**config.mk**
```make
export PLATFORM = sky130hd
export DESIGN_NAME = column_peak_rms_meter
export DESIGN_NICKNAME = d
export VERILOG_FILES = /design/src/rtl/cprm_pkg.sv /design/src/rtl/column_peak_rms_meter.sv /design/src/rtl/cprm_ctrl.sv /design/src/rtl/cprm_dp.sv
export SDC_FILE = /design/constraint.sdc
export NUM_CORES = 2
export LEC_CHECK = 0
export BUFFER_PORTS_ARGS = -buffer_cell sky130_fd_sc_hd__buf_2
export CELL_PAD_IN_SITES_DETAIL_PLACEMENT = 1
export CELL_PAD_IN_SITES_GLOBAL_PLACEMENT = 1
export CORE_MARGIN = 2
export CORE_UTILIZATION = 54
export CTS_BUF_LIST = sky130_fd_sc_hd__clkbuf_8 sky130_fd_sc_hd__clkbuf_16
export DETAILED_ROUTE_END_ITERATION = 16
export GPL_TIMING_DRIVEN = 0
export PLACE_DENSITY_LB_ADDON = 0.1
export SKIP_LAST_GASP = 1
export SYNTH_ARGS = -nofsm -noshare
export SYNTH_HDL_FRONTEND = slang
export SYNTH_SLANG_ARGS = --single-unit
```
**constraint.sdc**
```tcl
create_clock -name clk_i -period 19.6 [get_ports clk_i]
set_input_delay 4.9 -clock clk_i [delete_from_list [all_inputs] [get_ports clk_i]]
set_output_delay 4.9 -clock clk_i [all_outputs]
set_load 0.01 [all_outputs]
```
**src/rtl/cprm_pkg.sv**
```systemverilog
// Shared types and constants for the column peak/RMS meter.
// No dependencies; imported by every module of the block.
`timescale 1ns / 1ps

package cprm_pkg;

  localparam int unsigned MAX_CHANNELS = 8;
  localparam int unsigned SAMPLE_BITS  = 16;
  localparam int unsigned CH_W         = 3;   // channel index
  localparam int unsigned CCNT_W       = 4;   // channel_count register
  localparam int unsigned FRM_W        = 16;  // frames_per_column register
  localparam int unsigned HGT_W        = 12;  // draw_height register
  localparam int unsigned CFG_W        = 16;  // widest register
  localparam int unsigned CFG_IDX_W    = 2;
  localparam int unsigned SUM_W        = 51;
  localparam int unsigned RMS_W        = 11;
  localparam int unsigned ROW_W        = 13;
  localparam int unsigned N_W          = 19;  // frames * channels
  localparam int unsigned C2_W         = 2 * RMS_W;
  localparam int unsigned PROD_W       = C2_W + SUM_W;
  localparam int unsigned FS_SHIFT     = 2 * (SAMPLE_BITS - 1);
  localparam int unsigned Q_W          = PROD_W - FS_SHIFT;
  localparam int unsigned SQ_IN_W      = 2 * RMS_W;
  localparam int unsigned SQ_REM_W     = RMS_W + 2;
  localparam int unsigned CNT_W        = 6;
  localparam int unsigned MUL_STEPS    = C2_W;
  localparam int unsigned DIV_STEPS    = Q_W;
  localparam int unsigned SQRT_STEPS   = RMS_W;
  localparam int unsigned OUT_DATA_W   = 56;
  localparam int unsigned IN_DATA_W    = 16;

  typedef enum logic [CFG_IDX_W-1:0] {
    CFG_FRAMES   = 2'd0,
    CFG_CHANNELS = 2'd1,
    CFG_MIX      = 2'd2,
    CFG_HEIGHT   = 2'd3
  } cfg_idx_e;

  typedef enum logic [2:0] {
    ST_IDLE,
    ST_ACC,
    ST_LOAD,
    ST_MUL,
    ST_DIV,
    ST_SQRT,
    ST_EMIT,
    ST_CLEAR
  } state_e;

  typedef struct packed {
    logic load;       // capture accepted sample
    logic acc;        // accumulate captured sample
    logic start;      // load one channel into the serial units
    logic mul_step;
    logic div_step;
    logic sqrt_step;
    logic emit;       // load output register, advance channel
    logic clear;      // clear accumulators after a column
  } cmd_t;

  typedef struct packed {
    logic col_end;    // current sample closes the column
    logic last_chan;  // channel being finished is the last drawn one
    logic out_free;   // output register can take a result
  } status_t;

endpackage

```
**src/rtl/column_peak_rms_meter.sv**
```systemverilog
// Column peak/RMS meter: per-column sum of squares and peaks, RMS bar height.
// Each sample is captured, then accumulated; no new sample is taken before that is done.
// Column end: per drawn channel, load, shift-add multiply, restoring divide, square root
// and emit run in that order through the serial units, then a clear follows.
// Results leave through an output register; a full one holds the emit step.
// Reset rst_ni is asynchronous, active low; accumulators clear at once.
`timescale 1ns / 1ps

module column_peak_rms_meter
  import cprm_pkg::*;
(
  input  logic                    clk_i,
  input  logic                    rst_ni,
  // configuration write port
  input  logic                    cfg_we_i,
  input  logic [CFG_IDX_W-1:0]    cfg_idx_i,
  input  logic [CFG_W-1:0]        cfg_data_i,
  // sample stream
  input  logic                    s_axis_tvalid,
  output logic                    s_axis_tready,
  input  logic [IN_DATA_W-1:0]    s_axis_tdata,   // [15:0] sample
  // result stream
  output logic                    m_axis_tvalid,
  input  logic                    m_axis_tready,
  // [2:0] channel_index, [13:3] rms_half, [26:14] peak_top,
  // [39:27] peak_bottom, [50:40] max_rms, [55:51] zero
  output logic [OUT_DATA_W-1:0]   m_axis_tdata,
  output logic                    m_axis_tlast
);

  cmd_t    cmd;
  status_t st;

  // controller owns sequencing; the datapath does not decide anything
  cprm_ctrl u_ctrl (
    .clk_i       (clk_i),
    .rst_ni      (rst_ni),
    .in_tvalid_i (s_axis_tvalid),
    .in_tready_o (s_axis_tready),
    .st_i        (st),
    .cmd_o       (cmd)
  );

  cprm_dp u_dp (
    .clk_i        (clk_i),
    .rst_ni       (rst_ni),
    .cfg_we_i     (cfg_we_i),
    .cfg_idx_i    (cfg_idx_i),
    .cfg_data_i   (cfg_data_i),
    .sample_i     (s_axis_tdata[SAMPLE_BITS-1:0]),
    .cmd_i        (cmd),
    .st_o         (st),
    .out_tvalid_o (m_axis_tvalid),
    .out_tready_i (m_axis_tready),
    .out_tdata_o  (m_axis_tdata),
    .out_tlast_o  (m_axis_tlast)
  );

  // never overwrite a result that is still waiting
  a_emit_free: assert property (@(posedge clk_i) disable iff (!rst_ni)
    cmd.emit |-> st.out_free)
    else $error("result emitted into a full output register");

  // at most one command per cycle
  a_cmd_onehot: assert property (@(posedge clk_i) disable iff (!rst_ni)
    $onehot0(cmd))
    else $error("conflicting datapath commands");

  // an accepted sample is accumulated in the next cycle
  a_acc_follows: assert property (@(posedge clk_i) disable iff (!rst_ni)
    s_axis_tvalid && s_axis_tready |=> cmd.acc)
    else $error("accepted sample not accumulated");

  // no sample is taken while a column is being finished
  a_no_take_busy: assert property (@(posedge clk_i) disable iff (!rst_ni)
    (cmd.mul_step || cmd.div_step || cmd.sqrt_step) |-> !s_axis_tready)
    else $error("sample accepted during column computation");

endmodule

```
**src/rtl/cprm_ctrl.sv**
```systemverilog
// Sequencer for the column peak/RMS meter.
// Depends on cprm_pkg; drives cmd_t to the datapath, reads status_t.
`timescale 1ns / 1ps

module cprm_ctrl
  import cprm_pkg::*;
(
  input  logic    clk_i,
  input  logic    rst_ni,
  input  logic    in_tvalid_i,
  output logic    in_tready_o,
  input  status_t st_i,
  output cmd_t    cmd_o
);

  state_e            state_q, state_d;
  logic [CNT_W-1:0]  cnt_q, cnt_d;

  always_ff @(posedge clk_i or negedge rst_ni) begin
    if (!rst_ni) begin
      state_q <= ST_IDLE;
      cnt_q   <= '0;
    end else begin
      state_q <= state_d;
      cnt_q   <= cnt_d;
    end
  end

  always_comb begin
    state_d     = state_q;
    cnt_d       = cnt_q;
    cmd_o       = '0;
    in_tready_o = 1'b0;
    case (state_q)
      ST_IDLE: begin
        in_tready_o = 1'b1;
        if (in_tvalid_i) begin
          cmd_o.load = 1'b1;
          state_d    = ST_ACC;
        end
      end
      ST_ACC: begin
        cmd_o.acc = 1'b1;
        state_d   = st_i.col_end ? ST_LOAD : ST_IDLE;
      end
      ST_LOAD: begin
        cmd_o.start = 1'b1;
        cnt_d       = CNT_W'(MUL_STEPS - 1);
        state_d     = ST_MUL;
      end
      ST_MUL: begin
        cmd_o.mul_step = 1'b1;
        cnt_d          = cnt_q - 1'b1;
        if (cnt_q == '0) begin
          cnt_d   = CNT_W'(DIV_STEPS - 1);
          state_d = ST_DIV;
        end
      end
      ST_DIV: begin
        cmd_o.div_step = 1'b1;
        cnt_d          = cnt_q - 1'b1;
        if (cnt_q == '0) begin
          cnt_d   = CNT_W'(SQRT_STEPS - 1);
          state_d = ST_SQRT;
        end
      end
      ST_SQRT: begin
        cmd_o.sqrt_step = 1'b1;
        cnt_d           = cnt_q - 1'b1;
        if (cnt_q == '0) begin
          state_d = ST_EMIT;
        end
      end
      ST_EMIT: begin
        if (st_i.out_free) begin
          cmd_o.emit = 1'b1;
          state_d    = st_i.last_chan ? ST_CLEAR : ST_LOAD;
        end
      end
      ST_CLEAR: begin
        cmd_o.clear = 1'b1;
        state_d     = ST_IDLE;
      end
      default: begin
        state_d = ST_IDLE;
      end
    endcase
  end

endmodule

```
**src/rtl/cprm_dp.sv**
```systemverilog
// Datapath of the column peak/RMS meter: config registers, accumulators,
// serial multiply / divide / square-root units and the output register.
// Depends on cprm_pkg; commanded by cprm_ctrl.
`timescale 1ns / 1ps

module cprm_dp
  import cprm_pkg::*;
(
  input  logic                       clk_i,
  input  logic                       rst_ni,
  input  logic                       cfg_we_i,
  input  logic [CFG_IDX_W-1:0]       cfg_idx_i,
  input  logic [CFG_W-1:0]           cfg_data_i,
  input  logic signed [SAMPLE_BITS-1:0] sample_i,
  input  cmd_t                       cmd_i,
  output status_t                    st_o,
  output logic                       out_tvalid_o,
  input  logic                       out_tready_i,
  output logic [OUT_DATA_W-1:0]      out_tdata_o,
  output logic                       out_tlast_o
);

  // configuration
  logic [FRM_W-1:0]  frames_q;
  logic [CCNT_W-1:0] chans_q;
  logic              mix_q;
  logic [HGT_W-1:0]  height_q;

  always_ff @(posedge clk_i or negedge rst_ni) begin
    if (!rst_ni) begin
      frames_q <= FRM_W'(1);
      chans_q  <= CCNT_W'(1);
      mix_q    <= 1'b0;
      height_q <= HGT_W'(120);
    end else if (cfg_we_i) begin
      case (cfg_idx_e'(cfg_idx_i))
        CFG_FRAMES:   frames_q <= cfg_data_i[FRM_W-1:0];
        CFG_CHANNELS: chans_q  <= cfg_data_i[CCNT_W-1:0];
        CFG_MIX:      mix_q    <= cfg_data_i[0];
        CFG_HEIGHT:   height_q <= cfg_data_i[HGT_W-1:0];
        default:      ;
      endcase
    end
  end

  logic [CCNT_W-1:0] chans_eff;
  logic [FRM_W-1:0]  frames_eff;
  logic [RMS_W-1:0]  center;
  logic [CH_W-1:0]   last_idx;

  always_comb begin
    if (chans_q == '0) begin
      chans_eff = CCNT_W'(1);
    end else if (chans_q > CCNT_W'(MAX_CHANNELS)) begin
      chans_eff = CCNT_W'(MAX_CHANNELS);
    end else begin
      chans_eff = chans_q;
    end
    frames_eff = (frames_q == '0) ? FRM_W'(1) : frames_q;
    center     = height_q[HGT_W-1:1];
    last_idx   = mix_q ? '0 : CH_W'(chans_eff - 1'b1);
  end

  // accumulators
  logic signed [SAMPLE_BITS-1:0] sample_q;
  logic [SUM_W-1:0]              sums_q [MAX_CHANNELS];
  logic signed [SAMPLE_BITS-1:0] ppk_q  [MAX_CHANNELS];
  logic signed [SAMPLE_BITS-1:0] npk_q  [MAX_CHANNELS];
  logic [CH_W-1:0]               cpos_q;
  logic [FRM_W-1:0]              fpos_q;
  logic [CH_W-1:0]               ch_q;

  logic [CH_W-1:0]               grp;
  logic [CH_W-1:0]               rd_idx;
  logic [SUM_W-1:0]              rd_sum;
  logic signed [SAMPLE_BITS-1:0] rd_ppk, rd_npk;
  logic [SAMPLE_BITS-1:0]        mag;
  logic [2*SAMPLE_BITS-1:0]      mag_sq;
  logic [CCNT_W-1:0]             cpos_inc;
  logic                          wrap;
  logic [FRM_W:0]                fpos_inc;

  always_comb begin
    grp      = mix_q ? '0 : cpos_q;
    rd_idx   = cmd_i.acc ? grp : ch_q;
    rd_sum   = sums_q[rd_idx];
    rd_ppk   = ppk_q[rd_idx];
    rd_npk   = npk_q[rd_idx];
    mag      = sample_q[SAMPLE_BITS-1] ? SAMPLE_BITS'(-sample_q) : SAMPLE_BITS'(sample_q);
    mag_sq   = mag * mag;
    cpos_inc = CCNT_W'(cpos_q) + 1'b1;
    wrap     = cpos_inc >= chans_eff;
    fpos_inc = (FRM_W+1)'(fpos_q) + (FRM_W+1)'(wrap);
    st_o.col_end = wrap && (fpos_inc >= (FRM_W+1)'(frames_eff));
  end

  always_ff @(posedge clk_i) begin
    if (cmd_i.load) begin
      sample_q <= sample_i;
    end
  end

  always_ff @(posedge clk_i or negedge rst_ni) begin
    if (!rst_ni) begin
      for (int i = 0; i < MAX_CHANNELS; i++) begin
        sums_q[i] <= '0;
        ppk_q[i]  <= '0;
        npk_q[i]  <= '0;
      end
      cpos_q <= '0;
      fpos_q <= '0;
      ch_q   <= '0;
    end else if (cmd_i.clear) begin
      for (int i = 0; i < MAX_CHANNELS; i++) begin
        sums_q[i] <= '0;
        ppk_q[i]  <= '0;
        npk_q[i]  <= '0;
      end
      fpos_q <= '0;
      ch_q   <= '0;
    end else begin
      if (cmd_i.acc) begin
        sums_q[grp] <= rd_sum + SUM_W'(mag_sq);
        if (sample_q > rd_ppk) ppk_q[grp] <= sample_q;
        if (sample_q < rd_npk) npk_q[grp] <= sample_q;
        cpos_q <= wrap ? '0 : CH_W'(cpos_inc);
        fpos_q <= fpos_inc[FRM_W-1:0];
      end
      if (cmd_i.emit) begin
        ch_q <= ch_q + 1'b1;
      end
    end
  end

  // serial units: shift-add c^2*S, restoring divide by n, digit square root
  logic [PROD_W-1:0]   prod_q, ma_q;
  logic [C2_W-1:0]     mb_q;
  logic [N_W-1:0]      n_q, rem_q;
  logic [RMS_W-1:0]    root_q;
  logic [SQ_REM_W-1:0] srem_q;
  logic [Q_W-1:0]      quo;
  logic [N_W:0]        trial;
  logic                dge;
  logic [SQ_REM_W+1:0] srem2, strial;
  logic                sge;

  always_comb begin
    quo    = prod_q[PROD_W-1:FS_SHIFT];
    trial  = {rem_q, quo[Q_W-1]};
    dge    = trial >= (N_W+1)'(n_q);
    srem2  = {srem_q, prod_q[FS_SHIFT+SQ_IN_W-1 -: 2]};
    strial = (SQ_REM_W+2)'({root_q, 2'b01});
    sge    = srem2 >= strial;
  end

  always_ff @(posedge clk_i) begin
    if (cmd_i.start) begin
      prod_q <= '0;
      ma_q   <= PROD_W'(rd_sum);
      mb_q   <= center * center;
      n_q    <= N_W'(fpos_q) * N_W'(mix_q ? chans_eff : CCNT_W'(1));
      rem_q  <= '0;
      root_q <= '0;
      srem_q <= '0;
    end else if (cmd_i.mul_step) begin
      prod_q <= prod_q + (mb_q[0] ? ma_q : '0);
      ma_q   <= ma_q << 1;
      mb_q   <= mb_q >> 1;
    end else if (cmd_i.div_step) begin
      rem_q  <= dge ? N_W'(trial - (N_W+1)'(n_q)) : trial[N_W-1:0];
      prod_q[PROD_W-1:FS_SHIFT] <= {quo[Q_W-2:0], dge};
    end else if (cmd_i.sqrt_step) begin
      srem_q <= sge ? SQ_REM_W'(srem2 - strial) : srem2[SQ_REM_W-1:0];
      root_q <= {root_q[RMS_W-2:0], sge};
      prod_q[FS_SHIFT+SQ_IN_W-1:FS_SHIFT] <=
        {prod_q[FS_SHIFT+SQ_IN_W-3:FS_SHIFT], 2'b00};
    end
  end

  // result assembly; quotient at or above 2^22 exceeds any center
  logic                       sat;
  logic [RMS_W-1:0]           rms;
  logic [RMS_W-1:0]           rms_max_q, rms_max_new;
  logic [SAMPLE_BITS-1:0]     pmag, nmag;
  logic [SAMPLE_BITS+HGT_W:0] ptop_p, pbot_p;
  logic [HGT_W-1:0]           top, bot;
  logic [ROW_W-1:0]           row_top, row_bot;

  always_comb begin
    sat         = |prod_q[PROD_W-1:FS_SHIFT+SQ_IN_W];
    rms         = (sat || root_q > center) ? center : root_q;
    rms_max_new = (rms > rms_max_q) ? rms : rms_max_q;
    pmag        = SAMPLE_BITS'(rd_ppk);
    nmag        = SAMPLE_BITS'(-rd_npk);
    ptop_p      = (SAMPLE_BITS+HGT_W+1)'(pmag) * (SAMPLE_BITS+HGT_W+1)'(height_q)
                  + (SAMPLE_BITS+HGT_W+1)'(1 << (SAMPLE_BITS-1));
    pbot_p      = (SAMPLE_BITS+HGT_W+1)'(nmag) * (SAMPLE_BITS+HGT_W+1)'(height_q)
                  + (SAMPLE_BITS+HGT_W+1)'(1 << (SAMPLE_BITS-1));
    top         = ptop_p[SAMPLE_BITS +: HGT_W];
    bot         = pbot_p[SAMPLE_BITS +: HGT_W];
    row_top     = ROW_W'(center) - ROW_W'(top);
    row_bot     = ROW_W'(center) + ROW_W'(bot);
    st_o.last_chan = ch_q == last_idx;
    st_o.out_free  = !out_tvalid_o || out_tready_i;
  end

  logic [OUT_DATA_W-1:0] odata_q;
  logic                  olast_q, ovalid_q;

  always_ff @(posedge clk_i or negedge rst_ni) begin
    if (!rst_ni) begin
      ovalid_q  <= 1'b0;
      rms_max_q <= '0;
    end else begin
      if (cmd_i.emit) begin
        ovalid_q  <= 1'b1;
        rms_max_q <= rms_max_new;
      end else if (out_tready_i) begin
        ovalid_q <= 1'b0;
      end
    end
  end

  always_ff @(posedge clk_i) begin
    if (cmd_i.emit) begin
      odata_q <= OUT_DATA_W'({rms_max_new, row_bot, row_top, rms, ch_q});
      olast_q <= st_o.last_chan;
    end
  end

  assign out_tvalid_o = ovalid_q;
  assign out_tdata_o  = odata_q;
  assign out_tlast_o  = olast_q;

endmodule
```
# ---- Word-level counts from Yosys, hierarchy flattened
# Cells that the tools add are included.
dict set report classes {
  order_cmp 12
  n_eq_ne 16
  multipliers 5
  reduce_logical 30
  add_sub_neg 15
  muxes 74
  n_bitwise 5
}
# op n
set ops {}
lappend ops {{2-to-1 mux 408 bit} 2}
lappend ops {{2-to-1 mux 128 bit} 6}
lappend ops {{bitwise mux 408 bit} 1}
lappend ops {{bitwise mux 128 bit} 2}
lappend ops {{2-to-1 mux 51 bit} 5}
lappend ops {{binary-select mux 51 bit (select 3 bit)} 1}
lappend ops {{demux 51 bit (select 3 bit)} 1}
lappend ops {{2-to-1 mux 16 bit} 9}
lappend ops {{binary-select mux 16 bit (select 3 bit)} 2}
lappend ops {{2-to-1 mux 22 bit} 4}
lappend ops {{adder 73 bit} 1}
lappend ops {{2-to-1 mux 73 bit} 1}
lappend ops {{adder 28 x 16 -> 28 bit (second input constant)} 2}
lappend ops {{multiplier 16 x 12 -> 28 bit} 2}
lappend ops {{adder 51 x 32 -> 51 bit} 1}
lappend ops {{demux 16 bit (select 3 bit)} 1}
lappend ops {{2-to-1 mux 43 bit} 1}
lappend ops {{2-to-1 mux 3 bit} 12}
lappend ops {{multiplier 16 x 16 -> 32 bit} 1}
lappend ops {{negation 16 bit} 2}
lappend ops {{case mux 3 bit (8 select lines)} 1}
lappend ops {{case mux 6 bit (4 select lines)} 1}
lappend ops {{> comparator 11 bit} 2}
lappend ops {{multiplier 11 x 11 -> 22 bit} 1}
lappend ops {{52 further kinds} 95}
dict set report word_totals {
  inputBits 39
  out_inout_bits 59
  wordCells 205
  regBits 1038
}

# ---- Depth between registers and ports, before layout
dict set report logic_depth {
  depth_word 11
  depth_mapped 46
  depth_no_buf 41
}

# ---- Hierarchy
# From an unflattened synthesis, not the netlist that was laid out.
dict set report hier_totals {
  cells_unflattened 8616
  hier_area_um2 79473.7
}
# module cells_per_inst n_inst area_each_um2 seq_area_each_um2
set modules_own_cells {}
lappend modules_own_cells {cprm_dp 8521 1 78710.5 25867.3}
lappend modules_own_cells {cprm_ctrl 95 1 763.2 225.2}

# ---- Worst setup path before layout
# OpenSTA, ideal clock, no wires.
dict set report synth_path {
  path_type {register -> register}
  start {register u_ctrl.state_q[1]}
  end {register u_dp.odata_q[39] (netlist: u_dp.out_tdata_o[39]), data pin}
  arrival_time_ns 9.443
  synth_period_minus_slack_ns 9.698
  setup_ns 0.255
  required_time_ns 19.345
  stages_incl_launch_ff 45
  setup_slack_ns 9.902
  path_buffers 6
  path_cell_list {dfrtp_1 buf_2 nor3b_4 mux2i_4 buf_6 buf_4 buf_4 mux2i_1 mux2i_1 clkbuf_1 ha_1 nand3_1 nor3_2 nor2b_1 nand2_1 xor2_1 clkbuf_1 nor2_1 [9 not listed] ha_1 o2111ai_1 or2_2 o221ai_1 o21a_1 nor2_1 ha_1 nor2b_1 o21ai_0 a21boi_0 o21ai_0 a21boi_0 o21ai_0 a21boi_0 o21ai_0 nand2b_1 a21oi_1 nor2b_1}
}
dict set report synth_via {
  elab_chain_len 11
}
# item line_no
set synth_rtl {}
lappend synth_rtl {{start, declared} cprm_ctrl.sv:16} ;# state_e state_q, state_d;
lappend synth_rtl {{start signal, assigned} cprm_ctrl.sv:24} ;# state_q <= state_d;
lappend synth_rtl {{== test 3 x 1 -> 1 bit} cprm_ctrl.sv:34} ;# case (state_q)
lappend synth_rtl {{2-to-1 mux 1 bit} cprm_ctrl.sv:34}
lappend synth_rtl {{2-to-1 mux 3 bit} cprm_dp.sv:85} ;# rd_idx = cmd_i.acc ? grp : ch_q;
lappend synth_rtl {{inverter 3 -> 4 bit (not written as such)} cprm_dp.sv:88} ;# rd_npk = npk_q[rd_idx];
lappend synth_rtl {{binary-select mux 16 bit (select 3 bit)} cprm_dp.sv:88}
lappend synth_rtl {{2-to-1 mux 16 bit (not written as such) (2 in series)} cprm_dp.sv:88}
lappend synth_rtl {{negation 16 bit} cprm_dp.sv:194} ;# nmag = SAMPLE_BITS'(-rd_npk);
lappend synth_rtl {{multiplier 16 x 12 -> 28 bit} cprm_dp.sv:197} ;# pbot_p = (SAMPLE_BITS+HGT_W+1)'(nmag) * (SAMPLE_BITS+HGT_W+1)'(height_q)
lappend synth_rtl {{adder 28 x 16 -> 28 bit} cprm_dp.sv:198} ;# + (SAMPLE_BITS+HGT_W+1)'(1 << (SAMPLE_BITS-1));
lappend synth_rtl {{adder 11 x 12 -> 13 bit} cprm_dp.sv:202} ;# row_bot = ROW_W'(center) + ROW_W'(bot);
lappend synth_rtl {{via u_dp.row_bot[12]} cprm_dp.sv:187} ;# logic [ROW_W-1:0] row_top, row_bot;
lappend synth_rtl {{end signal, assigned} cprm_dp.sv:226} ;# odata_q <= OUT_DATA_W'({rms_max_new, row_bot, row_top, rms, ch_q});
lappend synth_rtl {{end, declared} cprm_dp.sv:207} ;# logic [OUT_DATA_W-1:0] odata_q;
# The timed path passes the listed nets, and every way through them passes these cells. The select of a mux whose other input is x is not followed.
# A chain may end at the register's enable or synchronous reset.

# ---- Final worst setup path
dict set report layout_path {
  start {register u_ctrl.state_q[2]}
  end {register u_dp.sums_q[93] (netlist bit)}
}
dict set report layout_via {
  elab_chain_len 11
  elab_cells_between_ends 14
  cone_classes {add/sub: 1; eq/ne: 2; mux: 9; bitwise: 1; reduce/logical: 1}
}
# item line_no
set layout_rtl {}
lappend layout_rtl {{== test 3 x 1 -> 1 bit} cprm_ctrl.sv:34}
lappend layout_rtl {{2-to-1 mux 1 bit} cprm_ctrl.sv:34}
lappend layout_rtl {{2-to-1 mux 3 bit} cprm_dp.sv:85}
lappend layout_rtl {{inverter 3 -> 4 bit (not written as such)} cprm_dp.sv:86} ;# rd_sum = sums_q[rd_idx];
lappend layout_rtl {{binary-select mux 51 bit (select 3 bit)} cprm_dp.sv:86}
lappend layout_rtl {{2-to-1 mux 51 bit (not written as such) (2 in series)} cprm_dp.sv:86}
lappend layout_rtl {{adder 51 x 32 -> 51 bit} cprm_dp.sv:123} ;# sums_q[grp] <= rd_sum + SUM_W'(mag_sq);
lappend layout_rtl {{bitwise mux 408 bit} cprm_dp.sv:123}
lappend layout_rtl {{2-to-1 mux 408 bit} cprm_dp.sv:122} ;# if (cmd_i.acc) begin
lappend layout_rtl {{2-to-1 mux 408 bit} cprm_dp.sv:113} ;# end else if (cmd_i.clear) begin
lappend layout_rtl {{end signal, assigned by index} cprm_dp.sv:123}
lappend layout_rtl {{end, declared} cprm_dp.sv:66} ;# logic [SUM_W-1:0] sums_q [MAX_CHANNELS];
# Parallel ways exist; a longest one is shown, timed or not. The select of a mux whose other input is x is not followed.

==> impl_metrics.env <==
export IMPL_slowest_delay_ps=1260
export IMPL_finalNetCount=10600
export IMPL_violations="capacitance limit, slew limit"
export IMPL_path_clk_slew_ps=60
export IMPL_port_buffers=92
export IMPL_fin_util_pct=59.5
export IMPL_grt_max_degree=122
export IMPL_clk_path_buf_depth=3
export IMPL_wl_met2_mm=143
export IMPL_hold_slack_ps=433
export IMPL_outcome="finished with violations"
export IMPL_hold_path_end="u_dp.ma_q[57]$_SDFFE_PP0P_"
export IMPL_relSlewSlack_pct=-3.11
export IMPL_hold_path_class="flip-flop to flip-flop"
export IMPL_ys_seq_area_share_pct=32.4
export IMPL_core_um2=148000
export IMPL_reg2regPathDepth=30
export IMPL_period_minus_slack_ps=14790
export IMPL_grt_use_total_pct=40.6
export IMPL_cp_required_ps=20160
export IMPL_final_hold_violation_count=0
export IMPL_worst_slew_pin_slew_ps=1510
export IMPL_grt_pass1_vias=77700
export IMPL_period_share_pct=75.5
export IMPL_r2r_end="u_dp.sums_q[93]$_DFFE_PN0P_"
export IMPL_postCtsSetupBuffers=0
export IMPL_drive_gt1_share_pct=5.23
export IMPL_syn_avg_cell_area_um2=8.71
export IMPL_cts_root_buffer="clkbuf_16"
export IMPL_syn_inst=9235
export IMPL_via_count=72600
export IMPL_dieArea_um2=152000
export IMPL_highest_layer="met5"
export IMPL_hold_depth=2
export IMPL_grt_overflow_total=0
export IMPL_cts_sinks=1038
export IMPL_ant_nets=0
export IMPL_critPathKind="flip-flop to flip-flop"
export IMPL_timing_rr_start="u_ctrl.state_q[2]$_DFFE_PN0P_"
export IMPL_grt_pass1_wl_mm=470
export IMPL_setup_viol=0
export IMPL_cts_made_buffers=118
export IMPL_ctsHoldBuffers=0
export IMPL_dr_wl_met3_mm=26.0
export IMPL_ys_async_sr_fraction_pct=71.3
export IMPL_gp_congestion=0.960
export IMPL_synth_cell_type_count=93
export IMPL_placed_area_um2=83900
export IMPL_clock_fmax_ghz=0.0676
export IMPL_drc_errors=0
export IMPL_critPathSlowestCell="a2111oi_0"
export IMPL_end_kind="flip-flop"
export IMPL_drtPass1Iterations=6
export IMPL_fp_row_count=141
export IMPL_dieHeight_um=390
export IMPL_worst_path_max_fanout=10
export IMPL_wl_mm=309
export IMPL_final_cell_area_um2=88000
export IMPL_wl_per_cell_um=26.8
export IMPL_mostFrequentLayoutCells="nand2_1 (1499), inv_1 (910), nand3_1 (829)"
export IMPL_drv_cap=3
export IMPL_clk_latency_ps=820
export IMPL_start_kind="flip-flop"
export IMPL_crit_arrival_ps=15350
export IMPL_dp_hpwl_mm=234
export IMPL_drtIter0Drc=6230
export IMPL_ios=98
export IMPL_antenna_found_initial=9
export IMPL_layout_commonest_cell="nand2_1"
export IMPL_cts_resized=0
export IMPL_rsz0062_at_grt="no"
export IMPL_skew_ps=90.7
export IMPL_synth_edf_count=160
export IMPL_synth_area_um2=80400
export IMPL_cts_tree="built"
export IMPL_met1_length_mm=118
export IMPL_slew_viol_final=7
export IMPL_htreeDepth=3
export IMPL_die_w_um=390
export IMPL_ys_flop_type="dfrtp_1"
export IMPL_start_util_pct=54.4
export IMPL_via_per_inst=6.30
export IMPL_r2r_slack_ps=4810
export IMPL_ys_warn_count=0
export IMPL_area_delta_synth_final_pct=9.44
export IMPL_hp_start="u_dp.ma_q[56]$_SDFFE_PP0P_"
export IMPL_ys_ff_latch=1038
## flip-flops by register name, indices dropped and copies added, names as in the netlist, 12 cells and up
register and flops:
u_dp.sums_q 408, u_dp.npk_q 128, u_dp.ppk_q 128, u_dp.ma_q 73
u_dp.prod_q 73, u_dp.out_tdata_o 51, u_dp.mb_q 22, u_dp.n_q 19
u_dp.rem_q 19, u_dp.fpos_q 16, u_dp.frames_q 16, u_dp.sample_q 16
u_dp.srem_q 13, u_dp.height_q 12
## cells by family after synthesis
logic type / count (synthesis) / synth area share (%)
AND/OR/NAND/NOR: 3482 / 19.4
AO/OA/AOI/OAI: 1559 / 11.8
buffers and inverters: 1485 / 7.14
adder cells (fa/ha/maj): 1105 / 22.5
flip-flops: 1038 / 32.4
multiplexers: 321 / 4.06
XOR/XNOR: 243 / 2.66
other: 2 / 0.00934
## worst max path at each step
stage / to / cells past startpoint / start
after floorplan: u_dp.out_tdata_o[39]$_DFFE_PP_ / 44 / u_ctrl.state_q[1]$_DFFE_PN0P_
after global placement: u_dp.ppk_q[104]$_DFFE_PN0P_ / 1 / rst_ni
after detailed placement: u_dp.sums_q[144]$_DFFE_PN0P_ / 30 / u_ctrl.state_q[2]$_DFFE_PN0P_
after CTS: u_dp.sums_q[93]$_DFFE_PN0P_ / 30 / u_ctrl.state_q[2]$_DFFE_PN0P_
after global routing: u_dp.sums_q[93]$_DFFE_PN0P_ / 30 / u_ctrl.state_q[2]$_DFFE_PN0P_
final: u_dp.sums_q[93]$_DFFE_PN0P_ / 30 / u_ctrl.state_q[2]$_DFFE_PN0P_
## through the flow
step	TNS, ps	worst slack (ps)	cells
finish	0	4810	11500
global route	0	4850	11500
CTS	0	5530	11500
detailed placement	0	5800	11300
global placement	-2114830	-2990	11300
floorplan	0	9900	9250
## metal layers
layer  vias up  GRT usage (%)
li1      31400              -
met4         8           24.5
met3      1002           8.74
met2      3114           65.4
met5         -              0
met1     37100           50.1
## worst max-delay path, delay by kind of cell, from the launching register on
kind / cells / cell delay, ps
flops: 1 / 360
simple gates: 9 / 3100
fa+ha+maj: 5 / 2530
xor+xnor: 1 / 740
compound gates: 6 / 4250
buf+inv: 9 / 3480
## cell usage after synthesis, types with 20 or more instances
master | n | area (um^2)
fa_1 | 571 | 11400
a21o_1 | 81 | 608
clkbuf_1 | 441 | 1660
nor4_1 | 24 | 150
nand2b_1 | 74 | 463
nand3_1 | 829 | 4150
dfxtp_1 | 138 | 2760
o31ai_1 | 97 | 728
nor3_1 | 69 | 345
xor2_1 | 103 | 902
nand4_1 | 31 | 194
buf_2 | 48 | 240
edfxtp_1 | 160 | 4800
nor2_1 | 582 | 2180
nand2_1 | 1499 | 5630
and2_1 | 140 | 876
xnor2_1 | 139 | 1220
a31o_2 | 20 | 175
ha_1 | 534 | 6680
buf_1 | 75 | 282
and3_1 | 86 | 538
a21oi_1 | 308 | 1540
a31oi_1 | 66 | 413
mux2_2 | 28 | 315
nor2b_1 | 59 | 369
o211ai_1 | 39 | 293
o21bai_1 | 27 | 203
o21a_1 | 42 | 315
o21ai_0 | 640 | 3200
a211oi_1 | 27 | 203
or3_1 | 25 | 156
a311oi_1 | 60 | 526
dfrtp_1 | 734 | 18400
mux2i_1 | 291 | 2910
inv_1 | 886 | 3330
## cell type report
class	instances	area, um^2
Sequential cell	1038	26100
Clock buffer	142	3290
Timing Repair Buffer	113	852
Inverter	899	3370
Antenna cell	5	12.5
Multi-Input combinational cell	6727	48800
Buffer	586	2370
Clock inverter	81	835
Tap cell	1930	2410
Fill cell	17500	59800
Power is left out: the tool's default activity adds up to more than one toggle a clock period on the data nets, which glitch-free logic cannot reach.
